--- src/hdl/dqs_pkg.sv ---
// Shared constants and types for the double-ended queue with search.
package dqs_pkg;

  // Deque size and derived widths
  localparam int unsigned DEPTH = 16;
  localparam int unsigned CNT_W = $clog2(DEPTH + 1);
  localparam int unsigned VAL_W = 32;
  localparam int unsigned CMD_W = 3;
  localparam int unsigned STS_W = 2;
  localparam int unsigned OCC_W = 5;

  // Command codes
  localparam logic [CMD_W-1:0] CMD_PUSH_BACK  = 3'd0;
  localparam logic [CMD_W-1:0] CMD_PUSH_FRONT = 3'd1;
  localparam logic [CMD_W-1:0] CMD_POP_BACK   = 3'd2;
  localparam logic [CMD_W-1:0] CMD_POP_FRONT  = 3'd3;
  localparam logic [CMD_W-1:0] CMD_SEARCH     = 3'd4;

  // Status codes
  localparam logic [STS_W-1:0] ST_OK    = 2'd0;
  localparam logic [STS_W-1:0] ST_FULL  = 2'd1;
  localparam logic [STS_W-1:0] ST_EMPTY = 2'd2;

  // Per-transfer control broadcast to every cell
  typedef struct packed {
    logic en;
    logic push_back;
    logic push_front;
    logic pop_back;
    logic pop_front;
    logic search;
  } dqs_ctrl_t;

endpackage

--- src/hdl/dqs_cell.sv ---
// One storage cell of the deque chain: holds a value, shifts with its neighbors.
module dqs_cell
  import dqs_pkg::*;
(
  input  logic             clk_i,
  input  logic             rst_ni,
  input  dqs_ctrl_t        ctrl_i,
  input  logic [VAL_W-1:0] key_i,
  input  logic             first_i,
  input  logic             prev_valid_i,
  input  logic [VAL_W-1:0] prev_value_i,
  input  logic             next_valid_i,
  input  logic [VAL_W-1:0] next_value_i,
  output logic             valid_o,
  output logic [VAL_W-1:0] value_o,
  output logic             hit_o,
  output logic [VAL_W-1:0] pick_o
);

  logic             valid_q, valid_d;
  logic [VAL_W-1:0] value_q, value_d;
  logic             hit_q, hit_d;
  logic [VAL_W-1:0] pick_q, pick_d;
  logic             tail;

  // This cell is the back of the queue when it holds a value and its successor is empty
  assign tail = valid_q & ~next_valid_i;

  // Shift, load or clear according to the command
  always_comb begin
    valid_d = valid_q;
    value_d = value_q;
    hit_d   = hit_q;
    pick_d  = pick_q;
    if (ctrl_i.en) begin
      priority if (ctrl_i.push_front) begin
        valid_d = prev_valid_i;
        value_d = prev_value_i;
      end else if (ctrl_i.push_back) begin
        if (prev_valid_i && !valid_q) begin
          valid_d = 1'b1;
          value_d = key_i;
        end
      end else if (ctrl_i.pop_front) begin
        valid_d = next_valid_i;
        value_d = next_value_i;
      end else if (ctrl_i.pop_back) begin
        if (tail) begin
          valid_d = 1'b0;
        end
      end else begin
        // Search, refused command or no-op: hold the chain
      end
      // Capture per-cell search hit and popped value before the shift
      hit_d  = ctrl_i.search & valid_q & (value_q == key_i);
      pick_d = ((ctrl_i.pop_back & tail) | (ctrl_i.pop_front & first_i & valid_q))
               ? value_q : '0;
    end
  end

  // Occupancy flag
  always_ff @(posedge clk_i or negedge rst_ni) begin
    if (!rst_ni) begin
      valid_q <= 1'b0;
    end else begin
      valid_q <= valid_d;
    end
  end

  // Payload registers
  always_ff @(posedge clk_i) begin
    value_q <= value_d;
    hit_q   <= hit_d;
    pick_q  <= pick_d;
  end

  assign valid_o = valid_q;
  assign value_o = value_q;
  assign hit_o   = hit_q;
  assign pick_o  = pick_q;

endmodule

--- src/hdl/double_ended_queue_with_search.sv ---
// Top level of the double-ended queue with membership search.
//
// A bounded deque of DEPTH signed 32-bit values kept in a row of cells, front
// in cell 0. Every command (push back, push front, pop back, pop front, search)
// yields one result with status, found flag, popped value and new occupancy.
// A command accepted at one edge updates the whole cell chain at that edge,
// while each cell latches its own match and pop flags; at the first edge at
// which the output register is free, those flags are folded through an OR
// over all cells into the output register. One command per cycle is
// sustained while the output is not stalled. The input stalls only while
// the flag stage is held by a stalled output. No clearing pass is needed
// after reset.
module double_ended_queue_with_search
  import dqs_pkg::*;
(
  input  logic                    clk_i,
  input  logic                    rst_ni,
  input  logic                    in_valid_i,
  output logic                    in_stall_o,
  input  logic [CMD_W-1:0]        command_i,
  input  logic signed [VAL_W-1:0] value_i,
  output logic                    out_valid_o,
  input  logic                    out_stall_i,
  output logic [STS_W-1:0]        status_o,
  output logic                    found_o,
  output logic signed [VAL_W-1:0] popped_value_o,
  output logic [OCC_W-1:0]        occupancy_o
);

  logic [CNT_W-1:0] cnt_q, cnt_d;
  logic             s1_valid_q;
  logic [STS_W-1:0] s1_status_q, s1_status_d;
  logic [CNT_W-1:0] s1_cnt_q;
  logic             out_valid_q;
  logic [STS_W-1:0] out_status_q;
  logic             out_found_q;
  logic [VAL_W-1:0] out_popped_q;
  logic [OCC_W-1:0] out_occ_q;

  logic             accept, out_free, full, empty;
  dqs_ctrl_t        ctrl;
  logic [VAL_W-1:0] key;

  logic             cell_valid [DEPTH];
  logic [VAL_W-1:0] cell_value [DEPTH];
  logic             cell_hit   [DEPTH];
  logic [VAL_W-1:0] cell_pick  [DEPTH];
  logic             found_red;
  logic [VAL_W-1:0] popped_red;

  // Handshake
  assign out_free   = ~out_valid_q | ~out_stall_i;
  assign in_stall_o = s1_valid_q & ~out_free;
  assign accept     = in_valid_i & ~in_stall_o;

  assign full  = (cnt_q == CNT_W'(DEPTH));
  assign empty = (cnt_q == '0);
  assign key   = value_i;

  // Decode the command into chain control and status
  always_comb begin
    ctrl        = '0;
    ctrl.en     = accept;
    s1_status_d = ST_OK;
    cnt_d       = cnt_q;
    unique case (command_i)
      CMD_PUSH_BACK, CMD_PUSH_FRONT: begin
        if (full) begin
          s1_status_d = ST_FULL;
        end else begin
          ctrl.push_back  = (command_i == CMD_PUSH_BACK);
          ctrl.push_front = (command_i == CMD_PUSH_FRONT);
          cnt_d           = cnt_q + CNT_W'(1);
        end
      end
      CMD_POP_BACK, CMD_POP_FRONT: begin
        if (empty) begin
          s1_status_d = ST_EMPTY;
        end else begin
          ctrl.pop_back  = (command_i == CMD_POP_BACK);
          ctrl.pop_front = (command_i == CMD_POP_FRONT);
          cnt_d          = cnt_q - CNT_W'(1);
        end
      end
      CMD_SEARCH: begin
        ctrl.search = 1'b1;
      end
      default: begin
      end
    endcase
  end

  // Cell chain
  for (genvar i = 0; i < DEPTH; i++) begin : g_cell
    logic             pv, nv;
    logic [VAL_W-1:0] pval, nval;
    if (i == 0) begin : g_head
      assign pv   = 1'b1;
      assign pval = key;
    end else begin : g_mid
      assign pv   = cell_valid[i-1];
      assign pval = cell_value[i-1];
    end
    if (i == DEPTH - 1) begin : g_tail
      assign nv   = 1'b0;
      assign nval = '0;
    end else begin : g_body
      assign nv   = cell_valid[i+1];
      assign nval = cell_value[i+1];
    end
    dqs_cell u_cell (
      .clk_i        (clk_i),
      .rst_ni       (rst_ni),
      .ctrl_i       (ctrl),
      .key_i        (key),
      .first_i      (i == 0),
      .prev_valid_i (pv),
      .prev_value_i (pval),
      .next_valid_i (nv),
      .next_value_i (nval),
      .valid_o      (cell_valid[i]),
      .value_o      (cell_value[i]),
      .hit_o        (cell_hit[i]),
      .pick_o       (cell_pick[i])
    );
  end

  // Fold the per-cell flags; at most one pick is nonzero
  always_comb begin
    found_red  = 1'b0;
    popped_red = '0;
    for (int i = 0; i < DEPTH; i++) begin
      found_red  = found_red | cell_hit[i];
      popped_red = popped_red | cell_pick[i];
    end
  end

  // Control registers: count, flag stage, output stage
  always_ff @(posedge clk_i or negedge rst_ni) begin
    if (!rst_ni) begin
      cnt_q       <= '0;
      s1_valid_q  <= 1'b0;
      out_valid_q <= 1'b0;
    end else begin
      if (accept) begin
        cnt_q <= cnt_d;
      end
      if (accept) begin
        s1_valid_q <= 1'b1;
      end else if (out_free) begin
        s1_valid_q <= 1'b0;
      end
      if (out_free) begin
        out_valid_q <= s1_valid_q;
      end
    end
  end

  // Payload registers: hold while stalled
  always_ff @(posedge clk_i) begin
    if (accept) begin
      s1_status_q <= s1_status_d;
      s1_cnt_q    <= cnt_d;
    end
    if (out_free && s1_valid_q) begin
      out_status_q <= s1_status_q;
      out_found_q  <= found_red;
      out_popped_q <= popped_red;
      out_occ_q    <= OCC_W'(s1_cnt_q);
    end
  end

  assign out_valid_o    = out_valid_q;
  assign status_o       = out_status_q;
  assign found_o        = out_found_q;
  assign popped_value_o = out_popped_q;
  assign occupancy_o    = out_occ_q;

endmodule

--- config.mk ---
export PLATFORM = sky130hd
export DESIGN_NAME = double_ended_queue_with_search
export DESIGN_NICKNAME = d
export VERILOG_FILES = /design/src/hdl/dqs_pkg.sv /design/src/hdl/dqs_cell.sv /design/src/hdl/double_ended_queue_with_search.sv
export SDC_FILE = /design/constraint.sdc
export NUM_CORES = 2
export LEC_CHECK = 0
export BUFFER_PORTS_ARGS = -buffer_cell sky130_fd_sc_hd__buf_2
export CAP_MARGIN = 15
export CORE_ASPECT_RATIO = 1.4
export CORE_MARGIN = 2
export CORE_UTILIZATION = 33
export DETAILED_ROUTE_END_ITERATION = 10
export GPL_ROUTABILITY_DRIVEN = 0
export PLACE_DENSITY = 0.58
export REMOVE_ABC_BUFFERS = 1
export SLEW_MARGIN = 30
export SYNTH_ARGS = -nofsm -noshare
export SYNTH_HDL_FRONTEND = slang
export SYNTH_HIERARCHICAL = 1
export SYNTH_SLANG_ARGS = --single-unit
--- constraint.sdc ---
create_clock -name clk_i -period 41.6 [get_ports clk_i]
set_input_delay 2.08 -clock clk_i [delete_from_list [all_inputs] [get_ports clk_i]]
set_output_delay 2.08 -clock clk_i [all_outputs]
set_load 0.01 [all_outputs]
==> metrics.cfg <==
[cells_and_area]
synthToLayoutAreaGrowth_pct = 12.3
fillers = 16200
post_route_cells_drive_above_1_share = 0.0783
nets = 4624
finish.instance_area_sq_um = 62400
multiInputGateArea_sq_um = 21700
ff_latch_area_sq_um = 33200

[cts]
clk_transition_reported_paths_ns = 0.06
cts_buffers = 112
post_cts_resize_count = 0
cts_setup_buffers = 0
total_number_of_h_tree_levels = 3
post_cts_hold_buffer_count = 0
worstSkewPairLatency_ns = 0.75
sinks_on_clock_net = 1110
clock_tree.root_cell = sky130_fd_sc_hd__clkbuf_16
max-clock-path-buffers = 3
cts_tree = built

[hold_path]
worst_hold_path.num_cells = 0
worstHoldStart = s1_cnt_q[3]$_DFFE_PP_
holdPathEnd = occupancy_o[3]$_DFFE_PP_
worstHoldPathType = register to register

[worst_setup_path]
max_incr_delay_on_cp_ns = 0.77
timing.critical_path.arrival_ns = 6.33
critical_path.endpoint_type = register
critical_path.most_common_cell = sky130_fd_sc_hd__buf_4
slowest_stage_cell_on_the_critical_path = sky130_fd_sc_hd__buf_4
worst-endpoint-required_ns = 42.04
rr_endpoint = g_cell[6].u_cell/value_o[3]$_DFFE_PP_
ff2ff_setup_slack_ns = 36.34
startpoint_type = input pin
crit_path_max_fanout = 94
critical_r2r_launch = cnt_q[0]$_DFFE_PN0P_
setup.worst_path.class = input pin to register
depth_of_the_worst_register_to_register_path = 10
path_cells = buf_2 > nor2_1 > and3_4 > buf_4 > buf_4 > buf_4 > buf_4 > o21ai_0

[floorplan]
initial_cell_density_of_the_core = 0.331
fp-row-count = 178
chipWidth_um = 351
floorplan.die.height_um = 489
fp.coreArea_sq_um = 168000
fp.dieArea_sq_um = 172000
design.portCount = 81

[routing]
route.detailed.drc = 0
post_drt_via_cell_ratio = 5.11
drt_first_pass_iters = 9
detailedRoute.firstIterationViolations = 3307
routed_wl_mm = 159
antenna_violating_nets_post_route = 0
wire_per_inst_um = 22.9
vias = 35400

[sta]
time_the_worst_path_needs_with_i_o_delays_and_setup_ns = 5.89
total_negative_setup_slack_ns = 0
finalSetupViolCount = 0
drv_slew = 0
final_min_period_over_clock_period = 0.142
timing.clock.skew_ns = 0.0441
timing.final.ws_setup_ns = 35.71
slew-limit-headroom = 0.301
worstMarginPinSlew_ns = 1.04
rsz_0062_raised_after_global_routing = false
timing_hold_violations_final = 0
max_clock_freq_mhz = 170
finalHoldWorstSlack_ns = 0.410

[synth]
ffs_latches_synth = 1110
post_synth_and_or_nand_nor_area_fraction = 0.150
synth_top_flop_cell = sky130_fd_sc_hd__edfxtp_1
ys_top_cells_by_area = sky130_fd_sc_hd__edfxtp_1, sky130_fd_sc_hd__mux2i_1, sky130_fd_sc_hd__and2_1, sky130_fd_sc_hd__o21ai_0, sky130_fd_sc_hd__xnor2_1
synth_xor_area_frac = 0.0812
synth_seq_area_share = 0.598
yosysMostFrequentCell = sky130_fd_sc_hd__edfxtp_1
post_synth_most_frequent_cells = sky130_fd_sc_hd__edfxtp_1, sky130_fd_sc_hd__nand2_1, sky130_fd_sc_hd__o21ai_0
yosysTopAreaCellShare = 0.588
ys_warn_count = 6
async_reset_ff_frac = 0.0207
post-synth-top-area-cell = sky130_fd_sc_hd__edfxtp_1
yosysUniqueCellTypes = 48
fraction_of_the_mapped_netlist_area_in_compound_gates = 0.0580
postSynthCellCount = 4514
synth-edff-count = 1087
syn-cell-area_sq_um = 55500
synth_top_family_by_area = simple AND/OR/NAND/NOR gates
synthMuxAreaShare = 0.0925
synth_adder_area_share = 0.000451
avgSynthCellArea_sq_um = 12.3

[global_routing]
maximum_number_of_pins_on_one_net_before_global_route_repair = 149
grt_first_pass_wirelength_mm = 233
grt_overflow_total = 0
number_of_global_route_vias_before_repair = 35100
gr-usage-all-layers = 0.182
grt_antenna_before_repair = 14

[status]
status = complete, no violations

[placement]
post_place_instance_area_sq_um = 58600
total_half_perimeter_wirelength_after_legalization_and_detailed_placement_mm = 103
place_worst_setup_slack_ns = 35.05
io_buffers = 80

[power_and_ir_drop]
powerDensity_nw_per_um2 = 44.6
power.static_leakage_nw = 19.6
design_power_total_mw = 2.78
irDropWorstVdd_v = 0.0000337

[run]
cap_viol_max_count = 0

## through the flow
| step | cells | util |
|---|---|---|
| 2_1_floorplan | 4335 | - |
| 3_5_place_dp | 6716 | 0.349 |
| 4_1_cts | 6922 | 0.371 |
| 5_1_grt | 6927 | 0.372 |
| 3_3_place_gp | 6714 | 0.349 |
| 6_report | 6928 | 0.372 |
## cells in the final DEF, fill, tap and decap left out, types with 4 or more instances in the layout
cell                           n
sky130_fd_sc_hd__edfxtp_1   1087
sky130_fd_sc_hd__nand2_1     533
sky130_fd_sc_hd__o21ai_0     530
sky130_fd_sc_hd__mux2i_1     513
sky130_fd_sc_hd__and2_1      512
sky130_fd_sc_hd__xnor2_1     258
sky130_fd_sc_hd__xor2_1      257
sky130_fd_sc_hd__nor4_1      182
sky130_fd_sc_hd__clkbuf_16   113
sky130_fd_sc_hd__nand4_1      97
sky130_fd_sc_hd__buf_2        80
sky130_fd_sc_hd__conb_1       52
sky130_fd_sc_hd__buf_4        42
sky130_fd_sc_hd__a21oi_1      37
sky130_fd_sc_hd__nand3_1      35
sky130_fd_sc_hd__clkbuf_1     26
sky130_fd_sc_hd__dfrtp_1      23
sky130_fd_sc_hd__clkinv_1     20
sky130_fd_sc_hd__clkinv_2     18
sky130_fd_sc_hd__o22a_1       17
sky130_fd_sc_hd__and3_4       17
sky130_fd_sc_hd__nand2b_1     17
sky130_fd_sc_hd__nand3b_1     16
sky130_fd_sc_hd__or3_1        16
sky130_fd_sc_hd__or4_1        16
sky130_fd_sc_hd__nor3_2       16
sky130_fd_sc_hd__nor2b_1      16
sky130_fd_sc_hd__nor2b_4      16
sky130_fd_sc_hd__o211ai_1     16
sky130_fd_sc_hd__nor4_2       14
sky130_fd_sc_hd__bufinv_16    14
sky130_fd_sc_hd__nor2_1        7
sky130_fd_sc_hd__clkinv_4      5
sky130_fd_sc_hd__buf_16        5
sky130_fd_sc_hd__inv_1         4
sky130_fd_sc_hd__a211oi_1      4
sky130_fd_sc_hd__inv_6         4
sky130_fd_sc_hd__buf_12        4
## cell families (layout without fill, tap and decap cells)
group                    after synthesis  count (layout)
adder cells (fa/ha/maj)                2               2
multiplexers                         513             513
buffers and inverters                234             345
AO/OA/AOI/OAI                        615             615
other                                  2              55
flip-flops                          1110            1110
XOR/XNOR                             515             515
AND/OR/NAND/NOR                     1523            1523
## how the worst max path moves through the flow
stage	slack (ns)	end	start	cells after the start
CTS	35.82	g_cell[10].u_cell/value_o[6]$_DFFE_PP_	command_i[1]	8
global placement	35.09	g_cell[9].u_cell/value_o[3]$_DFFE_PP_	command_i[1]	8
detailed placement	35.05	g_cell[10].u_cell/value_o[6]$_DFFE_PP_	command_i[1]	8
global route	35.29	g_cell[9].u_cell/value_o[6]$_DFFE_PP_	command_i[1]	8
finish	35.71	g_cell[6].u_cell/value_o[3]$_DFFE_PP_	command_i[1]	8
floorplan	4.59	g_cell[0].u_cell/valid_o$_DFFE_PN0P_	command_i[2]	6
## worst max-delay path: cells and delay by family
family                 cells  cell delay, ns
buffers and inverters      5            3.02
AND/OR/NAND/NOR            2            0.81
AO/OA/AOI/OAI              1            0.21
## routing by layer
| layer | vias up | GRT usage | part of all wire |
|---|---|---|---|
| met1 | 17700 | 0.226 | 0.41 |
| met3 | 216 | 0.0227 | 0.049 |
| li1 | 16600 | - | - |
| met2 | 890 | 0.318 | 0.50 |
| met5 | - | 0 | 0.000082 |
| met4 | 2 | 0.0750 | 0.040 |
## sequential cells by signal (all words and copies together), names as in the netlist
| register | cells |
|---|---|
| g_cell.u_cell/pick_o | 512 |
| g_cell.u_cell/value_o | 512 |
| popped_value_o | 32 |
| g_cell.u_cell/hit_o | 16 |
| g_cell.u_cell/valid_o | 16 |
| cnt_q | 5 |
| occupancy_o | 5 |
| s1_cnt_q | 5 |
| s1_status_q | 2 |
| status_o | 2 |
| found_o | 1 |
| out_valid_o | 1 |
| s1_valid_q | 1 |
## where the power goes
part / total [mW] / switching [mW] / internal, mW
Combinational: 0.340 / 0.217 / 0.123
Sequential: 1.41 / 0.0692 / 1.34
Clock: 1.03 / 0.445 / 0.586
## layout make-up
| type | count | area share |
|---|---|---|
| multi-input cells | 3220 | 0.347 |
| repair buffers | 134 | 0.0155 |
| well taps | 2250 | 0.0451 |
| flip-flops and latches | 1110 | 0.533 |
| inverters | 5 | 0.000421 |
| clock inverters | 67 | 0.0119 |
| clock buffers | 139 | 0.0469 |
| diodes | 3 | 0.000120 |
Note: power is estimated with default switching activity, not from simulation.
